### src/rtl/url_percent_decoder_top_defines.svh
// Assertion macros shared by the percent decoder RTL.
// Expects clk and arst_n in the scope of each use.
`ifndef URL_PERCENT_DECODER_TOP_DEFINES_SVH
`define URL_PERCENT_DECODER_TOP_DEFINES_SVH

// Invariant checked at every clock edge out of reset.
`define UPD_ASSERT_ALWAYS(lbl, expr, msg) \
	lbl: assert property (@(posedge clk) disable iff (!arst_n) (expr)) else $error(msg);

// Same-cycle implication.
`define UPD_ASSERT_IMPL(lbl, ante, cons, msg) \
	lbl: assert property (@(posedge clk) disable iff (!arst_n) (ante) |-> (cons)) \
		else $error(msg);

// Next-cycle implication.
`define UPD_ASSERT_NEXT(lbl, ante, cons, msg) \
	lbl: assert property (@(posedge clk) disable iff (!arst_n) (ante) |=> (cons)) \
		else $error(msg);

`endif

### src/rtl/upd_pkg.sv
// Shared types, constants and helpers for the percent decoder.
// No dependencies.
`default_nettype none

package upd_pkg;

	localparam logic [7:0] CH_PERCENT = 8'h25;
	localparam logic [7:0] CH_PLUS    = 8'h2B;
	localparam logic [7:0] CH_SPACE   = 8'h20;

	localparam int QDEPTH = 4;
	localparam int QAW    = $clog2(QDEPTH);

	// One decoded request: up to three output bytes from one input byte.
	typedef struct packed {
		logic [1:0]      cnt;
		logic [2:0][7:0] bytes;
		logic            last;
	} cmd_t;

	function automatic logic is_hex(input logic [7:0] c);
		return (c >= 8'h30 && c <= 8'h39) ||
			(c >= 8'h61 && c <= 8'h66) ||
			(c >= 8'h41 && c <= 8'h46);
	endfunction

	// Letters map to low nibble + 9 for both cases.
	function automatic logic [3:0] hex_nib(input logic [7:0] c);
		return (c[6]) ? (c[3:0] + 4'd9) : c[3:0];
	endfunction

	function automatic cmd_t push_byte(input cmd_t c, input logic [7:0] b);
		cmd_t r;
		r = c;
		if (c.cnt != 2'd3) begin
			r.bytes[c.cnt] = b;
			r.cnt = c.cnt + 2'd1;
		end
		return r;
	endfunction

endpackage

`default_nettype wire

### src/rtl/upd_front.sv
// Front end: accepts input bytes, tracks escape state, builds output requests.
// Depends on upd_pkg and the assertion macro header.
`default_nettype none

`include "url_percent_decoder_top_defines.svh"

module upd_front (
	input  wire logic          clk,
	input  wire logic          arst_n,
	input  wire logic          in_valid,
	output logic               in_ready,
	input  wire logic [7:0]    in_byte,
	input  wire logic          in_last,
	input  wire logic          q_full,
	output logic               push,
	output upd_pkg::cmd_t      push_cmd
);
	import upd_pkg::*;

	typedef enum logic [1:0] {
		P_NONE = 2'd0,
		P_PCT  = 2'd1,
		P_DIG  = 2'd2
	} pend_t;

	pend_t      pend_q, pend_d;
	logic [7:0] held_q, held_d;
	logic       do_plain;
	logic       accept;
	cmd_t       cmd;

	assign in_ready = !q_full;
	assign accept   = in_valid && in_ready;

	always_comb begin
		cmd      = '0;
		pend_d   = pend_q;
		held_d   = held_q;
		do_plain = 1'b0;
		unique case (pend_q)
			P_PCT: begin
				if (is_hex(in_byte)) begin
					held_d = in_byte;
					pend_d = P_DIG;
				end else begin
					cmd      = push_byte(cmd, CH_PERCENT);
					pend_d   = P_NONE;
					do_plain = 1'b1;
				end
			end
			P_DIG: begin
				if (is_hex(in_byte) && is_hex(held_q)) begin
					cmd    = push_byte(cmd, {hex_nib(held_q), hex_nib(in_byte)});
					pend_d = P_NONE;
				end else begin
					// bad second digit: '%' and held digit go out literally
					cmd      = push_byte(cmd, CH_PERCENT);
					cmd      = push_byte(cmd, held_q);
					pend_d   = P_NONE;
					do_plain = 1'b1;
				end
			end
			default: begin
				pend_d   = P_NONE;
				do_plain = 1'b1;
			end
		endcase
		if (do_plain) begin
			if (in_byte == CH_PERCENT) begin
				pend_d = P_PCT;
			end else if (in_byte == CH_PLUS) begin
				cmd = push_byte(cmd, CH_SPACE);
			end else begin
				cmd = push_byte(cmd, in_byte);
			end
		end
		// flush an unfinished escape at end of string
		if (in_last) begin
			if (pend_d != P_NONE) begin
				cmd = push_byte(cmd, CH_PERCENT);
			end
			if (pend_d == P_DIG) begin
				cmd = push_byte(cmd, held_d);
			end
			pend_d = P_NONE;
			held_d = 8'h00;
		end
		cmd.last = in_last;
	end

	assign push     = accept && (cmd.cnt != 2'd0);
	assign push_cmd = cmd;

	always_ff @(posedge clk or negedge arst_n) begin
		if (!arst_n) begin
			pend_q <= P_NONE;
			held_q <= 8'h00;
		end else if (accept) begin
			pend_q <= pend_d;
			held_q <= held_d;
		end
	end

	`UPD_ASSERT_NEXT(a_last_clears_pend, accept && in_last, pend_q == P_NONE, "pending state survived last byte")
	`UPD_ASSERT_IMPL(a_last_pushes, accept && in_last, push, "last byte produced no request")

endmodule

`default_nettype wire

### src/rtl/upd_queue.sv
// Short request queue between front and back ends, register-file based.
// Depends on upd_pkg and the assertion macro header.
`default_nettype none

`include "url_percent_decoder_top_defines.svh"

module upd_queue (
	input  wire logic          clk,
	input  wire logic          arst_n,
	input  wire logic          push,
	input  wire upd_pkg::cmd_t push_cmd,
	input  wire logic          pop,
	output logic               full,
	output logic               empty,
	output upd_pkg::cmd_t      head
);
	import upd_pkg::*;

	cmd_t           mem_q [QDEPTH];
	logic [QAW-1:0] wr_ptr_q, rd_ptr_q;
	logic [QAW:0]   cnt_q;

	assign full  = (cnt_q == (QAW+1)'(QDEPTH));
	assign empty = (cnt_q == '0);
	assign head  = mem_q[rd_ptr_q];

	always_ff @(posedge clk) begin
		if (push) begin
			mem_q[wr_ptr_q] <= push_cmd;
		end
	end

	always_ff @(posedge clk or negedge arst_n) begin
		if (!arst_n) begin
			wr_ptr_q <= '0;
			rd_ptr_q <= '0;
			cnt_q    <= '0;
		end else begin
			if (push) begin
				wr_ptr_q <= (wr_ptr_q == QAW'(QDEPTH-1)) ? '0 : wr_ptr_q + QAW'(1);
			end
			if (pop) begin
				rd_ptr_q <= (rd_ptr_q == QAW'(QDEPTH-1)) ? '0 : rd_ptr_q + QAW'(1);
			end
			if (push && !pop) begin
				cnt_q <= cnt_q + (QAW+1)'(1);
			end else if (pop && !push) begin
				cnt_q <= cnt_q - (QAW+1)'(1);
			end
		end
	end

	`UPD_ASSERT_IMPL(a_no_overflow, push, !full, "push into full queue")
	`UPD_ASSERT_IMPL(a_no_underflow, pop, !empty, "pop from empty queue")

endmodule

`default_nettype wire

### src/rtl/upd_back.sv
// Back end: walks head request, one byte per cycle while out_ready.
// Depends on upd_pkg and the assertion macro header.
`default_nettype none

`include "url_percent_decoder_top_defines.svh"

module upd_back (
	input  wire logic          clk,
	input  wire logic          arst_n,
	input  wire logic          empty,
	input  wire upd_pkg::cmd_t head,
	output logic               pop,
	output logic               out_valid,
	input  wire logic          out_ready,
	output logic [7:0]         out_byte,
	output logic               out_last
);
	import upd_pkg::*;

	logic [1:0] idx_q;
	logic       final_byte;

	assign final_byte = (idx_q == head.cnt - 2'd1);
	assign out_valid  = !empty;
	assign out_byte   = head.bytes[idx_q];
	assign out_last   = head.last && final_byte;
	assign pop        = out_valid && out_ready && final_byte;

	always_ff @(posedge clk or negedge arst_n) begin
		if (!arst_n) begin
			idx_q <= 2'd0;
		end else if (out_valid && out_ready) begin
			idx_q <= final_byte ? 2'd0 : idx_q + 2'd1;
		end
	end

	`UPD_ASSERT_IMPL(a_cnt_nonzero, !empty, head.cnt != 2'd0, "empty request in queue")
	`UPD_ASSERT_IMPL(a_idx_range, !empty, idx_q < head.cnt, "byte index beyond request")

endmodule

`default_nettype wire

### src/rtl/url_percent_decoder_top.sv
// A decoded request is registered in the request queue and read out from its head.
// Throughput: one input byte per cycle, stalling only when the 4-entry request queue
// is full; the back end gives one output byte per cycle while out_ready is high, so
// the queue absorbs inputs that decode to more than one byte.
// Reset: arst_n asynchronously clears escape state, queue pointers and byte index.
`default_nettype none

module url_percent_decoder_top (
	input  wire logic       clk,
	input  wire logic       arst_n,
	input  wire logic       in_valid,
	output logic            in_ready,
	input  wire logic [7:0] in_byte,
	input  wire logic       in_last,
	output logic            out_valid,
	input  wire logic       out_ready,
	output logic [7:0]      out_byte,
	output logic            out_last
);
	import upd_pkg::*;

	logic q_full, q_empty, q_push, q_pop;
	cmd_t push_cmd, head;

	upd_front u_front (
		.clk      (clk),
		.arst_n   (arst_n),
		.in_valid (in_valid),
		.in_ready (in_ready),
		.in_byte  (in_byte),
		.in_last  (in_last),
		.q_full   (q_full),
		.push     (q_push),
		.push_cmd (push_cmd)
	);

	upd_queue u_queue (
		.clk      (clk),
		.arst_n   (arst_n),
		.push     (q_push),
		.push_cmd (push_cmd),
		.pop      (q_pop),
		.full     (q_full),
		.empty    (q_empty),
		.head     (head)
	);

	upd_back u_back (
		.clk       (clk),
		.arst_n    (arst_n),
		.empty     (q_empty),
		.head      (head),
		.pop       (q_pop),
		.out_valid (out_valid),
		.out_ready (out_ready),
		.out_byte  (out_byte),
		.out_last  (out_last)
	);

endmodule

`default_nettype wire

### config.mk
export PLATFORM = sky130hd
export DESIGN_NAME = url_percent_decoder_top
export DESIGN_NICKNAME = d
export VERILOG_FILES = /design/src/rtl/upd_pkg.sv /design/src/rtl/upd_front.sv /design/src/rtl/upd_queue.sv /design/src/rtl/upd_back.sv /design/src/rtl/url_percent_decoder_top.sv
export VERILOG_INCLUDE_DIRS = /design/src /design/src/rtl
export SDC_FILE = /design/constraint.sdc
export NUM_CORES = 1
export LEC_CHECK = 0
export BUFFER_PORTS_ARGS = -buffer_cell sky130_fd_sc_hd__buf_2
export CORE_MARGIN = 5
export CORE_UTILIZATION = 56
export DETAILED_ROUTE_END_ITERATION = 12
export HOLD_SLACK_MARGIN = 0.12
export PLACE_DENSITY = 0.85
export SLEW_MARGIN = 20
export SYNTH_ARGS = -nofsm -noshare
export SYNTH_HDL_FRONTEND = slang
export SYNTH_SLANG_ARGS = --single-unit
export TNS_END_PERCENT = 50
### constraint.sdc
create_clock -name clk -period 2.75 [get_ports clk]
set_clock_uncertainty 0.1 [all_clocks]
set_input_delay 0.6875 -clock clk [delete_from_list [all_inputs] [get_ports clk]]
set_output_delay 0.6875 -clock clk [all_outputs]
set_load 0.05 [all_outputs]
Yosys cells after proc, flatten, opt, wreduce, memory -nomap -nowiden
Memory sizes are Yosys's and may differ from the RTL's.
Index checks and enable logic that the tools add are counted.
- bits in writable memories: 108
- logic and storage cells: 141
- memories: 1
- input bits: 13
- flip-flop bits (word level): 19
- memories (name ; depth ; width ; read ports ; clocked after memory_dff ; wr ports ; line ; RTL):
    u_queue.mem_q ; 4 ; 27 ; 1 ; 0 ; 1 ; upd_queue.sv:19 ; cmd_t mem_q [QDEPTH];
- equal/unequal tests: 13
- reductions and logical operators: 30
- bitwise logic cells: 6
- order comparisons: 21
- muxes and demuxes: 52
- add/sub/neg operators: 12
- operators by type and width (operator ; count):
    $mux 27 ; 8
    $mux 26 ; 6
    $mux 8 ; 10
    $bwmux 24 ; 3
    $demux 8 s2 ; 4
    $pmux 27 s2 ; 1
    $ge 8x7->1 const B ; 4
    $le 8x7->1 const B ; 4
    $and 21x21->21 ; 1
    $not 21->21 ; 1
    $mux 2 ; 10
    $logic_and 1x1->1 ; 18
    $bmux 8 s2 ; 1
    $eq 8x6->1 const B ; 2
    $ge 8x6->1 const B ; 2
    $le 8x6->1 const B ; 2
    $and 15x15->15 ; 1
    $lt 2x3->1 const B ; 5
    $not 15->15 ; 1
    $add 2x1->2 const B ; 7
    $or 9x9->9 ; 1
    $add 4x4->4 const B ; 2
    $eq 2x2->1 const B ; 4
    $ge 2x1->1 const B ; 4
    16 further kinds ; 32

Longest topological paths before layout
Gate-level depths: netlist (run 1).
- depth in word-level cells: 48
- depth in mapped cells: 14
- mapped depth without buffers: 13

Hierarchy
A second synthesis (run 1) with hierarchy kept.
- cells, all modules: 423
- area total of the unflattened synthesis: 6120.9 um^2
- modules (own cells, without submodules) (module ; cells each ; instances ; area each (um^2)):
    upd_queue ; 178 ; 1 ; 4321.6
    upd_front ; 201 ; 1 ; 1486.4
    upd_back ; 44 ; 1 ; 312.8

Worst setup path after synthesis (run 1)
No wires, ideal clock.
- kind: input-to-reg
- start: input port in_byte[0]
- end: memory u_queue.mem_q[3][0] in the netlist's numbering (enable)
- arrival time: 2984 ps
- library setup time: 386 ps
- stages on the path: 8
- setup slack: -720 ps
- path through: inv_1 ha_1 or3b_1 o311a_1 a211o_2 a32oi_2 o2bb2ai_2 and2_1
- word-level cells in the longest chain between the ends: 24
- elaborated cells on any way between the ends: 47
- those cells by class: add/sub (3); order compare (6); eq/ne (6); mux (23); reduce/logical (9)
- RTL lines (what ; line ; RTL):
    from (decl) ; url_percent_decoder_top.sv:13 ; input wire logic [7:0] in_byte,
    $ge 8x6->1, or another cell as far along ; upd_pkg.sv:22 ; return (c >= 8'h30 && c <= 8'h39) ||
    $logic_and 1x1->1, on equally long branches ; upd_pkg.sv:22, upd_pkg.sv:23 ;
    $logic_or 1x1->1 ; upd_pkg.sv:22 ;
    $logic_or 1x1->1 ; upd_pkg.sv:23 ; (c >= 8'h61 && c <= 8'h66) ||
    $logic_and 1x1->1 ; upd_front.sv:52 ; if (is_hex(in_byte) && is_hex(held_q)) begin
    $mux 27 ; upd_front.sv:52 ;
    $pmux 27 s2 ; upd_front.sv:40 ; unique case (pend_q)
    $add 2x1->2 / $ne 2x2->1 (equally long branches) ; upd_pkg.sv:37, upd_pkg.sv:35 ;
    [9 not listed] ; -- ;
    $mux 26 ; upd_pkg.sv:35 ; if (c.cnt != 2'd3) begin
    $mux 27 ; upd_front.sv:82 ; if (pend_d == P_DIG) begin
    $mux 27 * ; upd_front.sv:78 ; if (in_last) begin
    $reduce_bool 2->1 * ; upd_front.sv:91 ; assign push = accept && (cmd.cnt != 2'd0);
    $logic_and 1x1->1 * ; upd_front.sv:91 ;
    net q_push ; url_percent_decoder_top.sv:22 ; logic q_full, q_empty, q_push, q_pop;
    $mux 1 * ; upd_queue.sv:28 ; if (push) begin
    $mux 1 (implied by the code) * ; upd_queue.sv:29 ; mem_q[wr_ptr_q] <= push_cmd;
    to (decl) ; upd_queue.sv:19 ;
The timed path passes the listed nets; every way through them passes the cells marked *. The select of a mux whose other input is x is not followed.

Worst setup path after layout (run 1)
- start: register u_queue.rd_ptr_q[0]
- end: output port out_last
- word-level cells in the longest chain between the ends: 4
- RTL lines (what ; line ; RTL):
    from (decl) ; upd_queue.sv:20 ; logic [QAW-1:0] wr_ptr_q, rd_ptr_q;
    from (signal assigned) ; upd_queue.sv:43 ; rd_ptr_q <= (rd_ptr_q == QAW'(QDEPTH-1)) ? '0 : rd_ptr_q + QAW'(1);
    $mem_v2 4x27 * ; -- ;
    $sub 2x1->2 ; upd_back.sv:23 ; assign final_byte = (idx_q == head.cnt - 2'd1);
    $eq 2x2->1 ; upd_back.sv:23 ;
    $logic_and 1x1->1 * ; upd_back.sv:26 ; assign out_last = head.last && final_byte;
    to (decl) ; url_percent_decoder_top.sv:18 ; output logic out_last
Mark *: on every way between the ends. The rest lies on a longest branch, timed or not.

==> results of run 1 <==
-- cells in the mapped netlist, types with 8 or more instances --
| cell type | count |
|---|---|
| a22o_1 | 10 |
| dfrtp_1 | 19 |
| edfxtp_1 | 108 |
| clkbuf_1 | 8 |
| a21oi_1 | 10 |
| mux4_2 | 27 |
| o22ai_1 | 11 |
| ha_1 | 16 |
| inv_1 | 25 |
| mux2i_1 | 9 |
| o21ai_0 | 10 |
| nor2_1 | 21 |
| nand2_1 | 19 |
-- worst max path at each step --
stage | to | slack (ns) | cells past startpoint
floorplan | u_queue.cnt_q[2]$_DFFE_PN0P_ | -0.56 | 13
global placement | u_queue.cnt_q[2]$_DFFE_PN0P_ | -0.66 | 14
detailed placement | u_queue.cnt_q[2]$_DFFE_PN0P_ | -0.73 | 14
CTS | out_last | -0.36 | 6
global route | out_last | -0.47 | 7
finish | out_last | -0.38 | 6
-- cell families (layout without fill, tap and decap cells) --
group                    count (synthesis)  in the layout  synth area share
adder cells (fa/ha/maj)                 17             17            0.0359
multiplexers                            41             41             0.123
AND/OR/NAND/NOR                         86             86            0.0748
flip-flops                             127            127             0.606
AO/OA/AOI/OAI                           92             92             0.116
buffers and inverters                   46            187            0.0326
XOR/XNOR                                 9              9            0.0128
-- critical path, stage by stage (launching register included) --
cell and delay, ns:
dfrtp_2 0.40, mux4_2 0.56, xnor2_2 0.19, mux2i_2 0.27
buf_4 0.16, and2_4 0.14, buf_8 0.13
-- registers in the layout, summed over array words and instances, names as in the netlist --
register,cells
u_back.idx_q,2
u_front.pend_q,2
u_queue.rd_ptr_q,2
u_front.held_q,8
u_queue.wr_ptr_q,2
u_queue.cnt_q,3
u_queue.mem_q,108
-- where the power goes --
part / internal [mW] / switching [mW]
registers: 2.51 / 0.190
clock network: 1.29 / 0.850
logic: 1.39 / 1.59
-- timing repair --
item / in CTS / in global routing
hold buffers: 1 / 0
setup endpoints to repair: 43 / 168
endpoints found under the hold margin: 19 / 0
gates cloned: 1 / 2
gates resized for setup: 28 / 27
pin swaps: 4 / 15
setup buffers: 7 / 8
-- metal layers --
metal / wire (µm) / part of all wire / track usage / vias to the layer above
met5: 0 / 0 / 0 / -
met4: 327 / 0.020 / 0.0728 / 0
met3: 1150 / 0.070 / 0.0618 / 35
met2: 8470 / 0.52 / 0.423 / 246
met1: 6390 / 0.39 / 0.341 / 2167
li1: - / - / - / 1925
-- cell type report --
class,instances,share of cell area
Sequential cell,127,0.458
Multi-Input combinational cell,245,0.295
Timing Repair Buffer,131,0.142
Clock buffer,18,0.0515
Tap cell,140,0.0216
Clock inverter,13,0.0173
Inverter,25,0.0146
==> results.json, run 1 <==
{
  "outcome": "finished with violations",
  "violations": "setup timing",
  "netlist_area_um2": 6140,
  "hold_viol": 0,
  "dpl_worst_slack_ns": -0.728,
  "cts_made_buffers": 17,
  "final_antenna_net_count": 0,
  "die_h_um": 115,
  "path_class": "reg -> out",
  "whs_path_depth": 1,
  "grt_max_degree": 28,
  "yosysWarningCount": 0,
  "powerDensity_nw_per_um2": 963,
  "relSlewSlack": 0.553,
  "synthToLayoutAreaGrowth_pct": 32.2,
  "ys_ff_latch": 127,
  "antenna_found_initial": 0,
  "vias": 4373,
  "hold_ws_ns": 0.382,
  "hold_path.startpoint": "u_queue.cnt_q[2]$_DFFE_PN0P_",
  "grt-ovfl-total": 0,
  "stdcell_area_um2": 8120,
  "final_common_cell": "edfxtp_1",
  "worstRegToRegCells": 9,
  "clkSinkCount": 127,
  "nFillCells": 617,
  "ys_seq_area_frac": 0.606,
  "gp_congestion": 0.928,
  "yosys_most_used_dff": "edfxtp_1",
  "worst_pin_slew_ns": 0.668,
  "regArea_um2": 3720,
  "dp_cells": 653,
  "die_w_um": 115,
  "syn_area_per_cell_um2": 14.7,
  "multi_input_area_um2": 2390,
  "syn_nets": 448,
  "r2r-end": "u_queue.cnt_q[1]$_DFFE_PN0P_",
  "start_kind": "register",
  "grt_pass1_wl_um": 24700,
  "hold_class": "reg -> reg",
  "required_ns": 1.96,
  "r2r_setup_slack_ns": -0.02,
  "crit_start": "u_queue.rd_ptr_q[0]$_DFFE_PN0P_",
  "portBuffers": 23,
  "yosysTopAreaCell": "edfxtp_1",
  "num_rows": 38,
  "leakagePower_nw": 3.11,
  "synthTopCellsByArea": "edfxtp_1 (53%), mux4_2 (9.9%), dfrtp_1 (7.7%)",
  "hold_end": "u_queue.cnt_q[2]$_DFFE_PN0P_",
  "syn_inst": 418,
  "fin_total_pwr_mw": 7.81,
  "grt_pass1_vias": 4405,
  "ctsLongestPathBuffers": 2,
  "start_util": 0.569,
  "layout_common_cells": "edfxtp_1 (108), buf_4 (102), mux4_2 (27), inv_1 (22)",
  "clockRootBuffer": "clkbuf_8",
  "setup_viol": 11,
  "fin_util": 0.752,
  "cts_max_level": 4,
  "rsz0062_at_grt": "true",
  "synthArstFlopShare": 0.150,
  "hpwl_um": 10100,
  "fin_crit_sh": 1.14,
  "dpl-instance-area_um2": 7170,
  "timing.final.crit_period_ns": 3.13,
  "die-area_um2": 13200,
  "dr.pass1.iters": 5,
  "fmax_mhz": 320,
  "drt_iter0_drc": 588,
  "synth_edf_count": 108,
  "cts_tree": "yes",
  "synth_cell_type_count": 71,
  "viasPerCell": 6.26,
  "cap_violations": 0,
  "endpoint_kind": "primary output",
  "synth_top_area_frac": 0.528,
  "final.setup.tns_ns": -3.13,
  "arrival_ns": 2.34,
  "drc": 0,
  "maxSlewViolCount": 0,
  "drive_gt1_frac": 0.428,
  "clk_latency_ns": 0.51,
  "fin_ws_ns": -0.379,
  "finalNonFillerCells": 699,
  "core-area_um2": 10800,
  "nets": 577,
  "grt_usage": 0.256,
  "vdd_ir_drop_max_mv": 0.846,
  "path_clk_slew_ns": 0.06,
  "wl_per_cell_um": 23.4,
  "worst-path-max-fanout": 4,
  "io_pins": 24,
  "routed_wl_um": 16300,
  "r2r_start": "u_queue.rd_ptr_q[0]$_DFFE_PN0P_",
  "diodes": 0
}
Power figures use the tool's default switching activity.
==> inputs of run 2 (changes only) <==
- CORE_UTILIZATION: 56 -> 58
- CTS_BUF_LIST: default -> sky130_fd_sc_hd__clkbuf_2
- PLACE_DENSITY: 0.85 -> 0.87
==> run 2 against run 1 <==
- sequential cell count stayed put
- largest power group unchanged
- register-to-register slack worse by 0.22 ns
- core utilization is 0.084 points higher
- sequential share of layout area is 2.0 points higher
- global-route usage is 0.49 points higher
- worst setup slack worse by 0.25 ns
- sequential power hardly changed
- critical path depth stayed put
- clock power is 41% lower
- the flow still finishes with violations (setup timing)
==> results.json, run 2 (synthesis gave the netlist of run 1 again) <==
{
  "antenna_found_initial": 0,
  "fin_crit_sh": 1.23,
  "combPwrFrac": 0.430,
  "grt_max_degree": 28,
  "hold_class": "in -> reg",
  "cp_slowest_cell": "mux4_2",
  "io_pins": 24,
  "path_class": "reg -> out",
  "final_antenna_net_count": 0,
  "fmax_mhz": 296,
  "grt_pass1_vias": 4459,
  "layout_common_cells": "edfxtp_1 (108), buf_4 (99), mux4_2 (27), inv_1 (21), nor2_1 (21)",
  "worstRegToRegCells": 10,
  "wirelength_met1_um": 6110,
  "swShare": 0.355,
  "wl_per_cell_um": 22.8,
  "gp_congestion": 0.943,
  "clkPwrFrac": 0.183,
  "grt_pass1_wl_um": 24800,
  "crit_start": "u_queue.rd_ptr_q[0]$_DFFE_PN0P_",
  "regMostFlops": "u_queue.mem_q",
  "clk_latency_ns": 0.69,
  "core-area_um2": 10300,
  "drive_gt1_frac": 0.423,
  "hold_end": "u_front.held_q[6]$_DFFE_PN0P_",
  "cts_tree": "yes",
  "fin_total_pwr_mw": 6.96,
  "top_regs": "u_queue.mem_q: 108 flops, u_front.held_q: 8 flops, u_queue.cnt_q: 3 flops",
  "powerDensity_nw_per_um2": 896,
  "cap_violations": 0,
  "vdd_ir_drop_max_mv": 0.704,
  "required_ns": 1.96,
  "drc": 0,
  "vias": 4357,
  "clockRootBuffer": "clkbuf_2",
  "final_common_cell": "edfxtp_1",
  "worst_pin_slew_ns": 0.561,
  "max_stage_delay_ns": 0.55,
  "outcome": "finished with violations",
  "num_rows": 37,
  "arrival_ns": 2.59,
  "power_switching_mw": 2.47,
  "regArea_um2": 3720,
  "maxSlewViolCount": 0,
  "seqPwrFrac": 0.387,
  "clkSinkCount": 127,
  "leakagePower_nw": 2.98,
  "drt_iter0_drc": 486,
  "fin_ws_ns": -0.625,
  "crit_chain": "mux4_2 > xnor2_2 > mux2i_1 > buf_4 > and2_4 > buf_8",
  "viasPerCell": 6.28,
  "p_int_mw": 4.49,
  "grt-ovfl-total": 0,
  "grt_usage": 0.260,
  "relSlewSlack": 0.622,
  "start_util": 0.595,
  "start_kind": "register",
  "r2r-end": "u_queue.cnt_q[1]$_DFFE_PN0P_",
  "ctsLongestPathBuffers": 2,
  "rsz0062_at_grt": "true",
  "r2r_start": "u_queue.rd_ptr_q[0]$_DFFE_PN0P_",
  "worst-path-max-fanout": 5,
  "wl_met2_um": 8030,
  "nFillCells": 618,
  "hold_viol": 0,
  "multi_input_area_um2": 2390,
  "setup_viol": 11,
  "dpl_worst_slack_ns": -0.856,
  "wl_met3_um": 1270,
  "synthToLayoutAreaGrowth_pct": 26.5,
  "die_w_um": 113,
  "cts_made_buffers": 17,
  "hold_path.startpoint": "in_byte[6]",
  "dr.pass1.iters": 5,
  "diodes": 0,
  "die-area_um2": 12700,
  "path_clk_slew_ns": 0.18,
  "hpwl_um": 10300,
  "endpoint_kind": "primary output",
  "whs_path_depth": 3,
  "routed_wl_um": 15900,
  "timing.final.crit_period_ns": 3.37,
  "die_h_um": 113,
  "portBuffers": 23,
  "violations": "setup timing",
  "largest_reg_flops": 108,
  "r2r_setup_slack_ns": -0.24,
  "nets": 575,
  "topRoutingLayerUsed": "met4",
  "cts_max_level": 4
}
==> run 2: worst max-delay path: cells and delay by family, from the launching register on <==
family | cells | cell delay (ns)
buffers and inverters | 2 | 0.29
flip-flops | 1 | 0.48
multiplexers | 2 | 0.80
AND/OR/NAND/NOR | 1 | 0.14
XOR/XNOR | 1 | 0.19
==> run 2: layout make-up <==
| type | instances | area share |
|---|---|---|
| inverters | 25 | 0.0143 |
| clock inverters | 12 | 0.0214 |
| clock buffers | 20 | 0.0129 |
| flip-flops and latches | 127 | 0.479 |
| multi-input cells | 245 | 0.307 |
| well taps | 136 | 0.0219 |
| repair buffers | 129 | 0.143 |
==> run 2: metrics by stage <==
step / std cells / instance area [µm²] / TNS [ns] / util / hold WS [ns]
2_1_floorplan: 418 / 6200 / -34.73 / - / 0.292
3_3_place_gp: 647 / 7140 / -74.34 / 0.692 / 0.372
3_5_place_dp: 647 / 7140 / -101.73 / 0.692 / 0.399
4_1_cts: 689 / 7630 / -4.85 / 0.739 / 0.207
5_1_grt: 694 / 7770 / -6.56 / 0.753 / 0.204
6_report: 694 / 7770 / -4.81 / 0.753 / 0.253
==> run 2: power by group through the flow <==
stage	clock [mW]	sequential, mW	combinational (mW)
CTS	1.29	2.67	2.86
global route	1.40	2.73	3.17
floorplan	0	2.63	1.80
global placement	0	2.66	2.37
detailed placement	0	2.70	2.48
finish	1.27	2.70	2.99
==> run 2: worst max-delay path by stage <==
stage	to	slack [ns]	cells after the start
after floorplan	u_queue.cnt_q[2]$_DFFE_PN0P_	-0.56	13
after global placement	u_queue.cnt_q[2]$_DFFE_PN0P_	-0.66	13
after detailed placement	u_queue.cnt_q[2]$_DFFE_PN0P_	-0.86	15
after CTS	out_last	-0.58	6
after global routing	out_last	-0.72	7
final	out_last	-0.62	6
==> run 2: per-layer routing <==
metal  GRT usage  vias up
li1            -     1910
met1       0.335     2150
met2       0.436      263
met3      0.0551       34
met4       0.103        0
met5           0        -
==> run 2: timing repair <==
item,4_1_cts,5_1_grt
buffers inserted,6,7
hold endpoints to repair,19,0
gates cloned,3,0
setup endpoints to repair,22,58
resized for setup,27,21
hold buffers,1,0
pin swaps,3,9
